`config.mk`:
```
export PLATFORM = sky130hd
export DESIGN_NAME = shp_queue
export DESIGN_NICKNAME = d
export VERILOG_FILES = /design/src/rtl/shp_pkg.sv /design/src/rtl/shp_queue.sv
export SDC_FILE = /design/constraint.sdc
export NUM_CORES = 1
export LEC_CHECK = 0
export BUFFER_PORTS_ARGS = -buffer_cell sky130_fd_sc_hd__buf_2
export CORE_MARGIN = 2
export CORE_UTILIZATION = 57
export DETAILED_ROUTE_END_ITERATION = 16
export PLACE_DENSITY = 0.8
export SYNTH_ARGS = -nofsm -noshare
export SYNTH_HDL_FRONTEND = slang
export SYNTH_SLANG_ARGS = --single-unit
```
`constraint.sdc`:
```
create_clock -name i_clk -period 2.7 [get_ports i_clk]
set_clock_uncertainty 0.15 [all_clocks]
set_input_delay 0.405 -clock i_clk [delete_from_list [all_inputs] [get_ports i_clk]]
set_output_delay 0.405 -clock i_clk [all_outputs]
set_load 0.05 [all_outputs]
```
`src/rtl/shp_pkg.sv`:
```
`default_nettype none
package shp_pkg;

    localparam int CHAN_BITS    = 8;
    localparam int CFG_BITS     = 12;
    localparam int CFG_IDX_BITS = 1;
    localparam int QUEUE_DEPTH  = 4;

    localparam logic OP_PIXEL = 1'b0;
    localparam logic OP_DRAIN = 1'b1;

    localparam logic [CFG_IDX_BITS-1:0] CFG_FRAME_WIDTH  = 1'b0;
    localparam logic [CFG_IDX_BITS-1:0] CFG_FRAME_HEIGHT = 1'b1;

    typedef logic [CHAN_BITS-1:0] t_chan;

    typedef struct packed {
        t_chan blue;
        t_chan green;
        t_chan red;
    } t_rgb;

    typedef struct packed {
        logic drain;
        logic emit;
        logic last;
        logic up_ok;
        logic lf_ok;
        logic rt_ok;
    } t_cmd;

endpackage
`default_nettype wire

```
`src/rtl/shp_queue.sv`:
```
`default_nettype none
module shp_queue #(
    parameter int DATA_BITS = 42
) (
    input  wire                  i_clk,
    input  wire                  i_rst_n,
    input  wire                  i_push,
    input  wire [DATA_BITS-1:0]  i_data,
    output logic                 o_ready,
    output logic                 o_valid,
    output logic [DATA_BITS-1:0] o_data,
    input  wire                  i_pop
);
    import shp_pkg::*;

    localparam int AB = $clog2(QUEUE_DEPTH);

    logic [DATA_BITS-1:0] r_mem [QUEUE_DEPTH];
    logic [AB-1:0]        r_wr;
    logic [AB-1:0]        r_rd;
    logic [AB:0]          r_cnt;
    logic                 push;
    logic                 pop;

    assign o_ready = r_cnt != (AB + 1)'(QUEUE_DEPTH);
    assign o_valid = r_cnt != '0;
    assign o_data  = r_mem[r_rd];
    assign push    = i_push && o_ready;
    assign pop     = i_pop && o_valid;

    always_ff @(posedge i_clk) begin
        if (push) begin
            r_mem[r_wr] <= i_data;
        end
    end

    always_ff @(posedge i_clk) begin
        if (!i_rst_n) begin
            r_wr  <= '0;
            r_rd  <= '0;
            r_cnt <= '0;
        end else begin
            if (push) begin
                r_wr <= r_wr + AB'(1);
            end
            if (pop) begin
                r_rd <= r_rd + AB'(1);
            end
            case ({push, pop})
                2'b10: begin
                    r_cnt <= r_cnt + (AB + 1)'(1);
                end
                2'b01: begin
                    r_cnt <= r_cnt - (AB + 1)'(1);
                end
                default: begin
                end
            endcase
        end
    end

endmodule
`default_nettype wire

```
==> summary.md <==
| Metric | Value |
|---|---|
| Status | completed |
| Drt pass-1 iters | 6 |
| Postcts setup bufs | 0 |
| Critical Path Slowest Stage Cell | mux4_1 |
| Worst hold path depth | 1 |
| Mapped Cells | 272 |
| Port Buffer Count | 89 |
| Nets | 428 |
| Routed len/inst | 19.7 µm |
| Crit Path Max Fanout | 17 |
| Dpl cell area | 7260 µm² |
| Crit-path max cell delay | 0.55 ns |
| Final setup vio count | 0 |
| # diodes | 0 |
| Worst slew pin tran | 0.329 ns |
| Top delay family on crit path | multiplexers |
| Post-synth cell types | 24 |
| Sink Count | 177 |
| Share of layout cells above drive strength 1 | 44.2% |
| Syn Nets | 324 |
| Worst-path cell chain | buf_12 -> mux4_1 -> buf_2 |
| Worst hold path type | in2reg |
| Io pins | 90 |
| Pleak | 2.64 nW |
| RSZ-0062 raised after global routing | no |
| FMAX | 0.394 GHz |
| Deepest clock path buffer count | 2 |
| Placed cell count | 500 |
| DRC | 0 |
| Worst reg2reg path endpoint | r_cnt[2] |
| WP buf/inv | 2 |
| VDD IR max | 0.000628 V |
| Reg clk slew, reported paths | 0.06 ns |
| Warnings from Yosys | 0 |
| Hold_sp | i_data[23] |
| Compound-gate portion of the synthesized area | 0.814% |
| Final Non-Filler Cells | 532 |
| Mapped cell area | 6610 µm² |
| Slew Limit Fails | 0 |
| DP Wirelength | 6100 µm |
| Adder-cell share of the synthesized area | 1.25% |
| CP arrival | 1.98 ns |
| Slew headroom | 78.1% |
| Vias in the first global route | 3108 |
| Synth area leader | edfxtp_1 |
| CTS resizes | 0 |
| Initial Util | 58.1% |
| Largest family of logic cells by synthesized area | multiplexers |
| Largest net degree at the start of global routing | 43 |
| Critical Path End Type | output pin |
| R2R Setup Slk | 0.47 ns |
| Initial antenna violation count | 0 |
| Post-Synth XOR/XNOR Area | 0.530% |
| Post-synth top area share | 76.4% |
| Final WL | 10500 µm |
| Total power draw | 8.28 mW |
| Met2 WL | 5340 µm |
| Hold EP | r_mem[1][23] |
| Fin crit period | 2.54 ns |
| DR vias/cell | 5.58 |
| RePlAce Congestion | 0.724 |
| PwrDens | 1060 nW/µm² |
| Layout area overhead | 18.2% |
| CTS Buf Count | 17 |
| GR Util All Layers | 18.2% |
| Final setup TNS | 0 ns |
| Seq/Total Area, Yosys | 79.1% |
| Die area | 12500 µm² |
| DR WL met3 | 616 µm |
| CTS tree | yes |
| Htree depth | 4 |
| Final hold vios | 0 |
| Met1 wire length | 4400 µm |
| Setup CP Type | reg2out |
| R2r startpoint | r_cnt[0] |
| Fill cells | 729 |
| Floorplan core area | 11400 µm² |
| Root Buffer | clkbuf_16 |
| Maximum capacitance violations | 0 |
| Die W | 112 µm |
| Crit share post-route | 93.9% |
| Startpoint types | flip-flop |
| Gr ovfl total | 0 |
| Post-Synth Simple-Gate Area | 1.44% |
| Worst skew pair latency | 0.42 ns |
| Num rows | 39 |
| CP Data Required Time | 2.14 ns |
| Mux cell area share after synthesis | 14.7% |
| Cts hold-fix bufs | 0 |
| First-pass GRT wire length | 16700 µm |
| DR top layer | met4 |
| Synthesis-stage register bit count | 177 |
| Post-route design area | 7810 µm² |
| Largest cells by area after synthesis | edfxtp_1, mux4_2, dfxtp_1 |
| Worst-case reg-to-reg path depth | 9 |
| First DRT Iteration DRCs | 251 |
| DRT antenna net count | 0 |
| Height of the chip | 112 µm |
| Mapped Avg Cell Area | 24.3 µm² |
| Vias | 2967 |
[worst max-delay path by stage]
stage | start | cells past startpoint | slack, ns | to
2_1_floorplan | r_cnt[0] | 3 | 0.34 | r_mem[2][0]
6_report | flip-flop | 3 | 0.16 | o_data[34]
3_5_place_dp | i_push | 9 | 0.43 | r_cnt[2]
5_1_grt | flip-flop | 3 | 0.04 | o_data[34]
3_3_place_gp | i_push | 9 | 0.54 | r_cnt[2]
4_1_cts | flip-flop | 3 | 0.11 | o_data[34]
[cell usage in the layout (no fill, tap or decap), drive strengths merged]
| master | n |
|---|---|
| a21boi | 2 |
| and2 | 7 |
| buf | 96 |
| bufinv | 1 |
| clkbuf | 18 |
| clkinv | 7 |
| clkinvlp | 4 |
| dfxtp | 9 |
| edfxtp | 168 |
| fa | 1 |
| ha | 5 |
| inv | 8 |
| mux2i | 2 |
| mux4 | 42 |
| nand2 | 6 |
| nor2 | 1 |
| nor2b | 2 |
| o21ai | 2 |
| o311ai | 1 |
| o31a | 1 |
| or3 | 2 |
| xnor2 | 3 |
| xor2 | 1 |
[synth_stat cells, drive strengths merged]
cell type  number
a21boi          2
o311ai          1
xor2            1
fa              1
nor2            1
xnor2           3
mux4           42
nand2           6
buf             9
and2            7
o31a            1
dfxtp           9
edfxtp        168
or3             2
inv             6
ha              5
nor2b           2
o21ai           2
clkbuf          2
mux2i           2
[layout make-up]
class                   count  area [µm²]  share of cell area [%]
flip-flops and latches    177        5230                    67.0
multi-input cells          78        1240                    15.9
repair buffers             96         586                    7.50
clock buffers              18         429                    5.50
well taps                 143         179                    2.29
clock inverters            14         116                    1.49
inverters                   6        22.5                   0.288
[power breakdown]
part           internal, mW  leakage, nW  total, mW  switching (mW)
registers              3.32         1.62       3.48           0.159
clock network          1.26        0.255       2.23           0.966
logic                 0.868        0.763       2.58            1.71
[per-layer routing]
layer / up-vias / global-route usage [%]
met5: - / 0
met4: 0 / 6.17
met3: 12 / 6.64
met2: 79 / 28.7
met1: 1530 / 24.0
li1: 1346 / -
[registers in the layout (all words and copies together) (netlist names), named ones only]
signal	cells
r_cnt	3
r_wr	2
r_rd	2
r_mem	168
[metrics by stage]
stage / util [%] / worst slack [ns] / hold WS [ns]
after global placement: 63.9 / 0.535 / 0.339
after floorplan: - / 0.338 / 0.318
after CTS: 68.7 / 0.107 / 0.0327
after global routing: 68.7 / 0.0426 / 0.0354
final: 68.7 / 0.164 / 0.0503
after detailed placement: 63.9 / 0.427 / 0.363
[cells by family (layout without fill, tap and decap cells)]
kind of cell | count (synthesis) | count (layout)
AO/OA/AOI/OAI | 6 | 6
AND/OR/NAND/NOR | 18 | 18
flip-flops | 177 | 177
XOR/XNOR | 4 | 4
buffers and inverters | 17 | 134
multiplexers | 44 | 44
adder cells (fa/ha/maj) | 6 | 6
Power figures use the tool's default switching activity.
