<file path="src/rtl/shp_pkg.sv">
`default_nettype none
package shp_pkg;

    localparam int CHAN_BITS    = 8;
    localparam int CFG_BITS     = 12;
    localparam int CFG_IDX_BITS = 1;
    localparam int QUEUE_DEPTH  = 4;

    localparam logic OP_PIXEL = 1'b0;
    localparam logic OP_DRAIN = 1'b1;

    localparam logic [CFG_IDX_BITS-1:0] CFG_FRAME_WIDTH  = 1'b0;
    localparam logic [CFG_IDX_BITS-1:0] CFG_FRAME_HEIGHT = 1'b1;

    typedef logic [CHAN_BITS-1:0] t_chan;

    typedef struct packed {
        t_chan blue;
        t_chan green;
        t_chan red;
    } t_rgb;

    typedef struct packed {
        logic drain;
        logic emit;
        logic last;
        logic up_ok;
        logic lf_ok;
        logic rt_ok;
    } t_cmd;

endpackage
`default_nettype wire

</file>
<file path="src/rtl/shp_in_if.sv">
`default_nettype none
interface shp_in_if;
    import shp_pkg::*;

    logic  valid;
    logic  ready;
    logic  op;
    t_chan red_in;
    t_chan green_in;
    t_chan blue_in;

    modport source (output valid, op, red_in, green_in, blue_in, input ready);
    modport sink (input valid, op, red_in, green_in, blue_in, output ready);

endinterface
`default_nettype wire

</file>
<file path="src/rtl/shp_front.sv">
`default_nettype none
module shp_front #(
    parameter int MAX_WIDTH  = 2048,
    parameter int MAX_HEIGHT = 2048,
    localparam int COL_BITS  = (MAX_WIDTH > 1) ? $clog2(MAX_WIDTH) : 1
) (
    input  wire                                 i_clk,
    input  wire                                 i_rst_n,
    input  wire                                 i_cfg_we,
    input  wire [shp_pkg::CFG_IDX_BITS-1:0]     i_cfg_idx,
    input  wire [shp_pkg::CFG_BITS-1:0]         i_cfg_data,
    shp_in_if.sink                              i_pix,
    output logic                                o_push,
    input  wire                                 i_push_ready,
    output shp_pkg::t_cmd                       o_cmd,
    output logic [COL_BITS-1:0]                 o_col,
    output shp_pkg::t_rgb                       o_px
);
    import shp_pkg::*;

    localparam int WB = $clog2(MAX_WIDTH + 1);
    localparam int RB = $clog2(MAX_HEIGHT + 1);
    localparam int XB = COL_BITS + 1;

    function automatic logic [CFG_BITS-1:0] cfg_limit(input logic [CFG_BITS-1:0] v,
                                                      input int max_v);
        logic [CFG_BITS-1:0] lim;
        if (v == '0) begin
            lim = CFG_BITS'(1);
        end else if (int'(v) > max_v) begin
            lim = CFG_BITS'(max_v);
        end else begin
            lim = v;
        end
        return lim;
    endfunction

    logic [WB-1:0]       r_w_lim;
    logic [RB-1:0]       r_h_lim;
    logic [COL_BITS-1:0] r_col, n_col;
    logic [COL_BITS-1:0] r_drain, n_drain;
    logic [RB-1:0]       r_row, n_row;
    logic                accept;
    logic                is_drain;
    logic [COL_BITS-1:0] j;
    logic                last;
    logic                n_push;
    t_cmd                n_cmd;

    assign i_pix.ready = i_push_ready;
    assign accept      = i_pix.valid && i_push_ready;
    assign is_drain    = (i_pix.op == OP_DRAIN);

    always_ff @(posedge i_clk) begin
        if (!i_rst_n) begin
            r_w_lim <= WB'(1);
            r_h_lim <= RB'(1);
        end else if (i_cfg_we) begin
            case (i_cfg_idx)
                CFG_FRAME_WIDTH: begin
                    r_w_lim <= WB'(cfg_limit(i_cfg_data, MAX_WIDTH));
                end
                CFG_FRAME_HEIGHT: begin
                    r_h_lim <= RB'(cfg_limit(i_cfg_data, MAX_HEIGHT));
                end
                default: begin
                end
            endcase
        end
    end

    always_comb begin
        n_col   = r_col;
        n_row   = r_row;
        n_drain = r_drain;
        n_push  = 1'b0;
        j       = is_drain ? r_drain : r_col;
        last    = (XB'(j) + XB'(1)) >= XB'(r_w_lim);

        n_cmd.drain = is_drain;
        n_cmd.emit  = is_drain || (r_row != '0);
        n_cmd.last  = last;
        n_cmd.up_ok = r_row > RB'(1);
        n_cmd.lf_ok = j != '0;
        n_cmd.rt_ok = !last;

        if (accept) begin
            if (is_drain) begin
                if (r_row >= r_h_lim) begin
                    n_push = 1'b1;
                    if (last) begin
                        n_drain = '0;
                        n_row   = '0;
                        n_col   = '0;
                    end else begin
                        n_drain = j + COL_BITS'(1);
                    end
                end
            end else if (r_row < r_h_lim) begin
                n_push = 1'b1;
                if (last) begin
                    n_col = '0;
                    n_row = r_row + RB'(1);
                end else begin
                    n_col = j + COL_BITS'(1);
                end
            end
        end
    end

    always_ff @(posedge i_clk) begin
        if (!i_rst_n) begin
            r_col   <= '0;
            r_row   <= '0;
            r_drain <= '0;
        end else begin
            r_col   <= n_col;
            r_row   <= n_row;
            r_drain <= n_drain;
        end
    end

    assign o_push    = n_push;
    assign o_cmd     = n_cmd;
    assign o_col     = j;
    assign o_px.red   = i_pix.red_in;
    assign o_px.green = i_pix.green_in;
    assign o_px.blue  = i_pix.blue_in;

endmodule
`default_nettype wire

</file>
<file path="src/flat_wrapper.sv">
// flat-port wrapper written by rule: the top's interface ports become plain ports
module shp_front_flat import shp_pkg::*;
#(
    parameter int MAX_WIDTH  = 2048,
    parameter int MAX_HEIGHT = 2048,
    localparam int COL_BITS  = (MAX_WIDTH > 1) ? $clog2(MAX_WIDTH) : 1
)
  (i_clk, i_rst_n, i_cfg_we, i_cfg_idx, i_cfg_data, o_push, i_push_ready, o_cmd, o_col, o_px, i_pix_valid, i_pix_op, i_pix_red_in, i_pix_green_in, i_pix_blue_in, i_pix_ready);
  shp_in_if i_pix_i ();
  input  wire i_clk;
  input  wire i_rst_n;
  input  wire i_cfg_we;
  input  wire [shp_pkg::CFG_IDX_BITS-1:0] i_cfg_idx;
  input  wire [shp_pkg::CFG_BITS-1:0] i_cfg_data;
  output logic o_push;
  input  wire i_push_ready;
  output shp_pkg::t_cmd o_cmd;
  output logic [COL_BITS-1:0] o_col;
  output shp_pkg::t_rgb o_px;
  input wire logic [$bits(i_pix_i.valid)-1:0] i_pix_valid;
  input wire logic [$bits(i_pix_i.op)-1:0] i_pix_op;
  input wire logic [$bits(i_pix_i.red_in)-1:0] i_pix_red_in;
  input wire logic [$bits(i_pix_i.green_in)-1:0] i_pix_green_in;
  input wire logic [$bits(i_pix_i.blue_in)-1:0] i_pix_blue_in;
  output wire logic [$bits(i_pix_i.ready)-1:0] i_pix_ready;
  assign i_pix_i.valid = i_pix_valid;
  assign i_pix_i.op = i_pix_op;
  assign i_pix_i.red_in = i_pix_red_in;
  assign i_pix_i.green_in = i_pix_green_in;
  assign i_pix_i.blue_in = i_pix_blue_in;
  assign i_pix_ready = i_pix_i.ready;
  shp_front #(.MAX_WIDTH(MAX_WIDTH), .MAX_HEIGHT(MAX_HEIGHT)) u_core (.i_clk(i_clk), .i_rst_n(i_rst_n), .i_cfg_we(i_cfg_we), .i_cfg_idx(i_cfg_idx), .i_cfg_data(i_cfg_data), .i_pix(i_pix_i), .o_push(o_push), .i_push_ready(i_push_ready), .o_cmd(o_cmd), .o_col(o_col), .o_px(o_px));
endmodule
</file>
<file path="config.mk">
export PLATFORM = sky130hd
export DESIGN_NAME = shp_front_flat
export DESIGN_NICKNAME = d
export VERILOG_FILES = /design/src/rtl/shp_pkg.sv /design/src/rtl/shp_in_if.sv /design/src/rtl/shp_front.sv /design/src/flat_wrapper.sv
export SDC_FILE = /design/constraint.sdc
export NUM_CORES = 1
export LEC_CHECK = 0
export BUFFER_PORTS_ARGS = -buffer_cell sky130_fd_sc_hd__clkbuf_2
export CAP_MARGIN = 20
export CORE_UTILIZATION = 25
export CTS_CLUSTER_SIZE = 28
export DETAILED_ROUTE_END_ITERATION = 16
export GPL_ROUTABILITY_DRIVEN = 0
export PLACE_DENSITY_LB_ADDON = 0.25
export SLEW_MARGIN = 0
export SYNTH_ARGS = -nofsm -noshare
export SYNTH_HDL_FRONTEND = slang
export SYNTH_SLANG_ARGS = --single-unit
</file>
<file path="constraint.sdc">
create_clock -name i_clk -period 10.1 [get_ports i_clk]
set_input_delay 2.02 -clock i_clk [delete_from_list [all_inputs] [get_ports i_clk]]
set_output_delay 2.02 -clock i_clk [all_outputs]
set_load 0.05 [all_outputs]
</file>
==> impl_metrics.tcl <==
set metrics [dict create \
    start_util 0.257 \
    r2r.worst_path.cells 13 \
    power_frac_comb 0.133 \
    core-area_um2 14600 \
    grt_antenna_before_repair 0 \
    yosysWarnings 0 \
    grt_pass1_wl_mm 15.6 \
    die-area_um2 15600 \
    crit_fanout 23 \
    post-cts-setup-buffers 0 \
    ios 86 \
    ys_top_cells_by_area "dfxtp_1, ha_1, nand2_1" \
    hpwl_mm 7.09 \
    vias 3175 \
    numCtsBuffers 9 \
    synth_nets 541 \
    powerDensity_nw_per_um2 139 \
    cts_tree "done" \
    switching_share 0.260 \
    clkSinkCount 58 \
    clock_latency_ps 320 \
    postSynthCellCount 469 \
    cp-end-kind "primary output" \
    maxCapViolations 0 \
    violations "DRC" \
    cts.path.max_buffers 2 \
    rows 44 \
    met1_length_mm 4.78 \
    slew_headroom 0.501 \
    wire_per_inst_um 14.2 \
    cts_root_buf "clkbuf_16" \
    yosys.area.top_type "dfxtp_1" \
    nNetsFinal 545 \
    drtIter0Drc 177 \
    avgSynthCellArea_um2 8.04 \
    drive_gt1_frac 0.152 \
    syn_area_um2 3770 \
    dpl_cell_area_um2 3920 \
    ant_nets 0 \
    switchingPower_mw 0.152 \
    synthToLayoutAreaGrowth_pct 11.2 \
    critPathLaunchType "input pin" \
    gr-total-overflow 0 \
    clkTransAtPathRegs_ps 50 \
    synth_top_area_frac 0.308 \
    worst_pin_slew_ps 749 \
    ys_seq_area_frac 0.308 \
    clkPwrFrac 0.462 \
    report.final.slew_viol_count 0 \
    final_hold_viol_count 0 \
    clock_skew_ps 5.85 \
    drc 6 \
    p_leak_nw 1.74 \
    diodes 0 \
    cp.required_ps 8080 \
    rsz0062_at_grt "false" \
    dr_wl_met3_um 438 \
    place.port_buffers 37 \
    fp.dieW_um 125 \
    dr.max_layer_used "met4" \
    whs_path_depth 2 \
    period_needed_ps 7720 \
    yosysMostFrequentCell "nand2_1" \
    hold_class "flip-flop to flip-flop" \
    power_frac_seq 0.405 \
    dominantRegCellSynth "dfxtp_1" \
    netlist_top_cells_count "nand2_1, dfxtp_1, nand3_1, inv_1" \
    cts.repair.resized 0 \
    viasPerCell 4.82 \
    setup_violations 0 \
    setup_tns_ps 0 \
    grt_use_total 0.126 \
    synth_seq_cells 58 \
    wirelength_mm 9.38 \
    stdcell_area_um2 4190 \
    status "finished with violations" \
    met2_length_mm 4.04 \
    max_freq_mhz 130 \
    die_h_um 125 \
    htree_levels 3 \
    grt_max_degree 37 \
    peakVddDrop_mv 0.0706 \
    async_reset_ff_frac 0 \
    p_int_mw 0.430 \
    hold_buffers 0 \
    synth_enable_flop_cells 0 \
    yosysUniqueCellTypes 53 \
    post-route-util 0.286 \
    critPathArrivalTime_ps 5700 \
    worstSetupPathType "input pin to primary output" \
    fin_crit_sh 0.764 \
    finalHoldWorstSlack_ps 455 \
    grt_pass1_vias 3109 \
    firstDrtPassIters 10 \
]
==> power groups by stage <==
stage               logic, mW  clock network, mW  registers (mW)
detailed placement     0.0778                  0           0.240
global route           0.0851              0.288           0.236
global placement       0.0773                  0           0.240
floorplan              0.0857                  0           0.239
CTS                    0.0780              0.277           0.236
finish                 0.0776              0.269           0.236
==> critical path, stage by stage <==
cell and delay (ps):
clkbuf_2 460, mux2i_1 400, inv_1 160, ha_1 240
and2_1 190, nor2_1 210, ha_1 280, a211oi_1 200
o21ai_1 100, a211oi_1 340, o21a_2 530, inv_1 250
clkbuf_2 310
==> final cells by class <==
class / count / area (um2)
fill: 1597 / 10500
multi-input combinational: 332 / 2210
sequential: 58 / 1160
clock buffer: 13 / 260
tap: 184 / 230
timing repair buffer: 39 / 204
inverter: 33 / 124
==> flip-flops by register name, summed over array words and instances, names as in the netlist <==
signal          flops
u_core.r_col       11
u_core.r_drain     11
u_core.r_h_lim     12
u_core.r_row       12
u_core.r_w_lim     12
==> per-stage QoR <==
| stage | power, mW | setup slack, ps | instances |
|---|---|---|---|
| after floorplan | 0.325 | 3000 | 469 |
| after global placement | 0.317 | 2600 | 645 |
| after detailed placement | 0.318 | 2400 | 645 |
| after CTS | 0.591 | 2390 | 658 |
| after global routing | 0.608 | 2080 | 659 |
| final | 0.582 | 2380 | 659 |
==> metal layers <==
metal / vias up / track usage
met2: 67 / 0.199
met4: 0 / 0.0385
met5: - / 0
met3: 9 / 0.0253
met1: 1471 / 0.171
li1: 1628 / -
==> layout by cell type, fill, tap and decap left out, types with 12 or more instances in the layout <==
cell and instances:
inv_1 32, nand2_1 70, nor2_1 22, mux2i_1 15, dfxtp_1 58, nand3_1 42
clkbuf_2 37, a21oi_1 30, o21ai_1 12, ha_1 29, nor2b_1 15
==> worst paths after layout <==
kind                                                      start                               to  slack [ps]
worst min register to register  u_core.r_h_lim[11]$_SDFFE_PN0P_  u_core.r_h_lim[11]$_SDFFE_PN0P_         460
worst max register to register     u_core.r_col[0]$_SDFFE_PN0P_    u_core.r_row[10]$_SDFFE_PN0P_        6380
worst max-delay path                                   i_pix_op                         o_cmd[3]        2380
worst min-delay path            u_core.r_h_lim[11]$_SDFFE_PN0P_  u_core.r_h_lim[11]$_SDFFE_PN0P_         460
==> cell families after synthesis <==
kind of cell	after synthesis	share of synthesized area
flops	58	0.308
compound gates	81	0.159
fa+ha+maj	29	0.0963
mux	22	0.0607
xor+xnor	7	0.0163
buf+inv	79	0.109
simple gates	193	0.252
No activity file was read; power rests on OpenSTA's default activity.
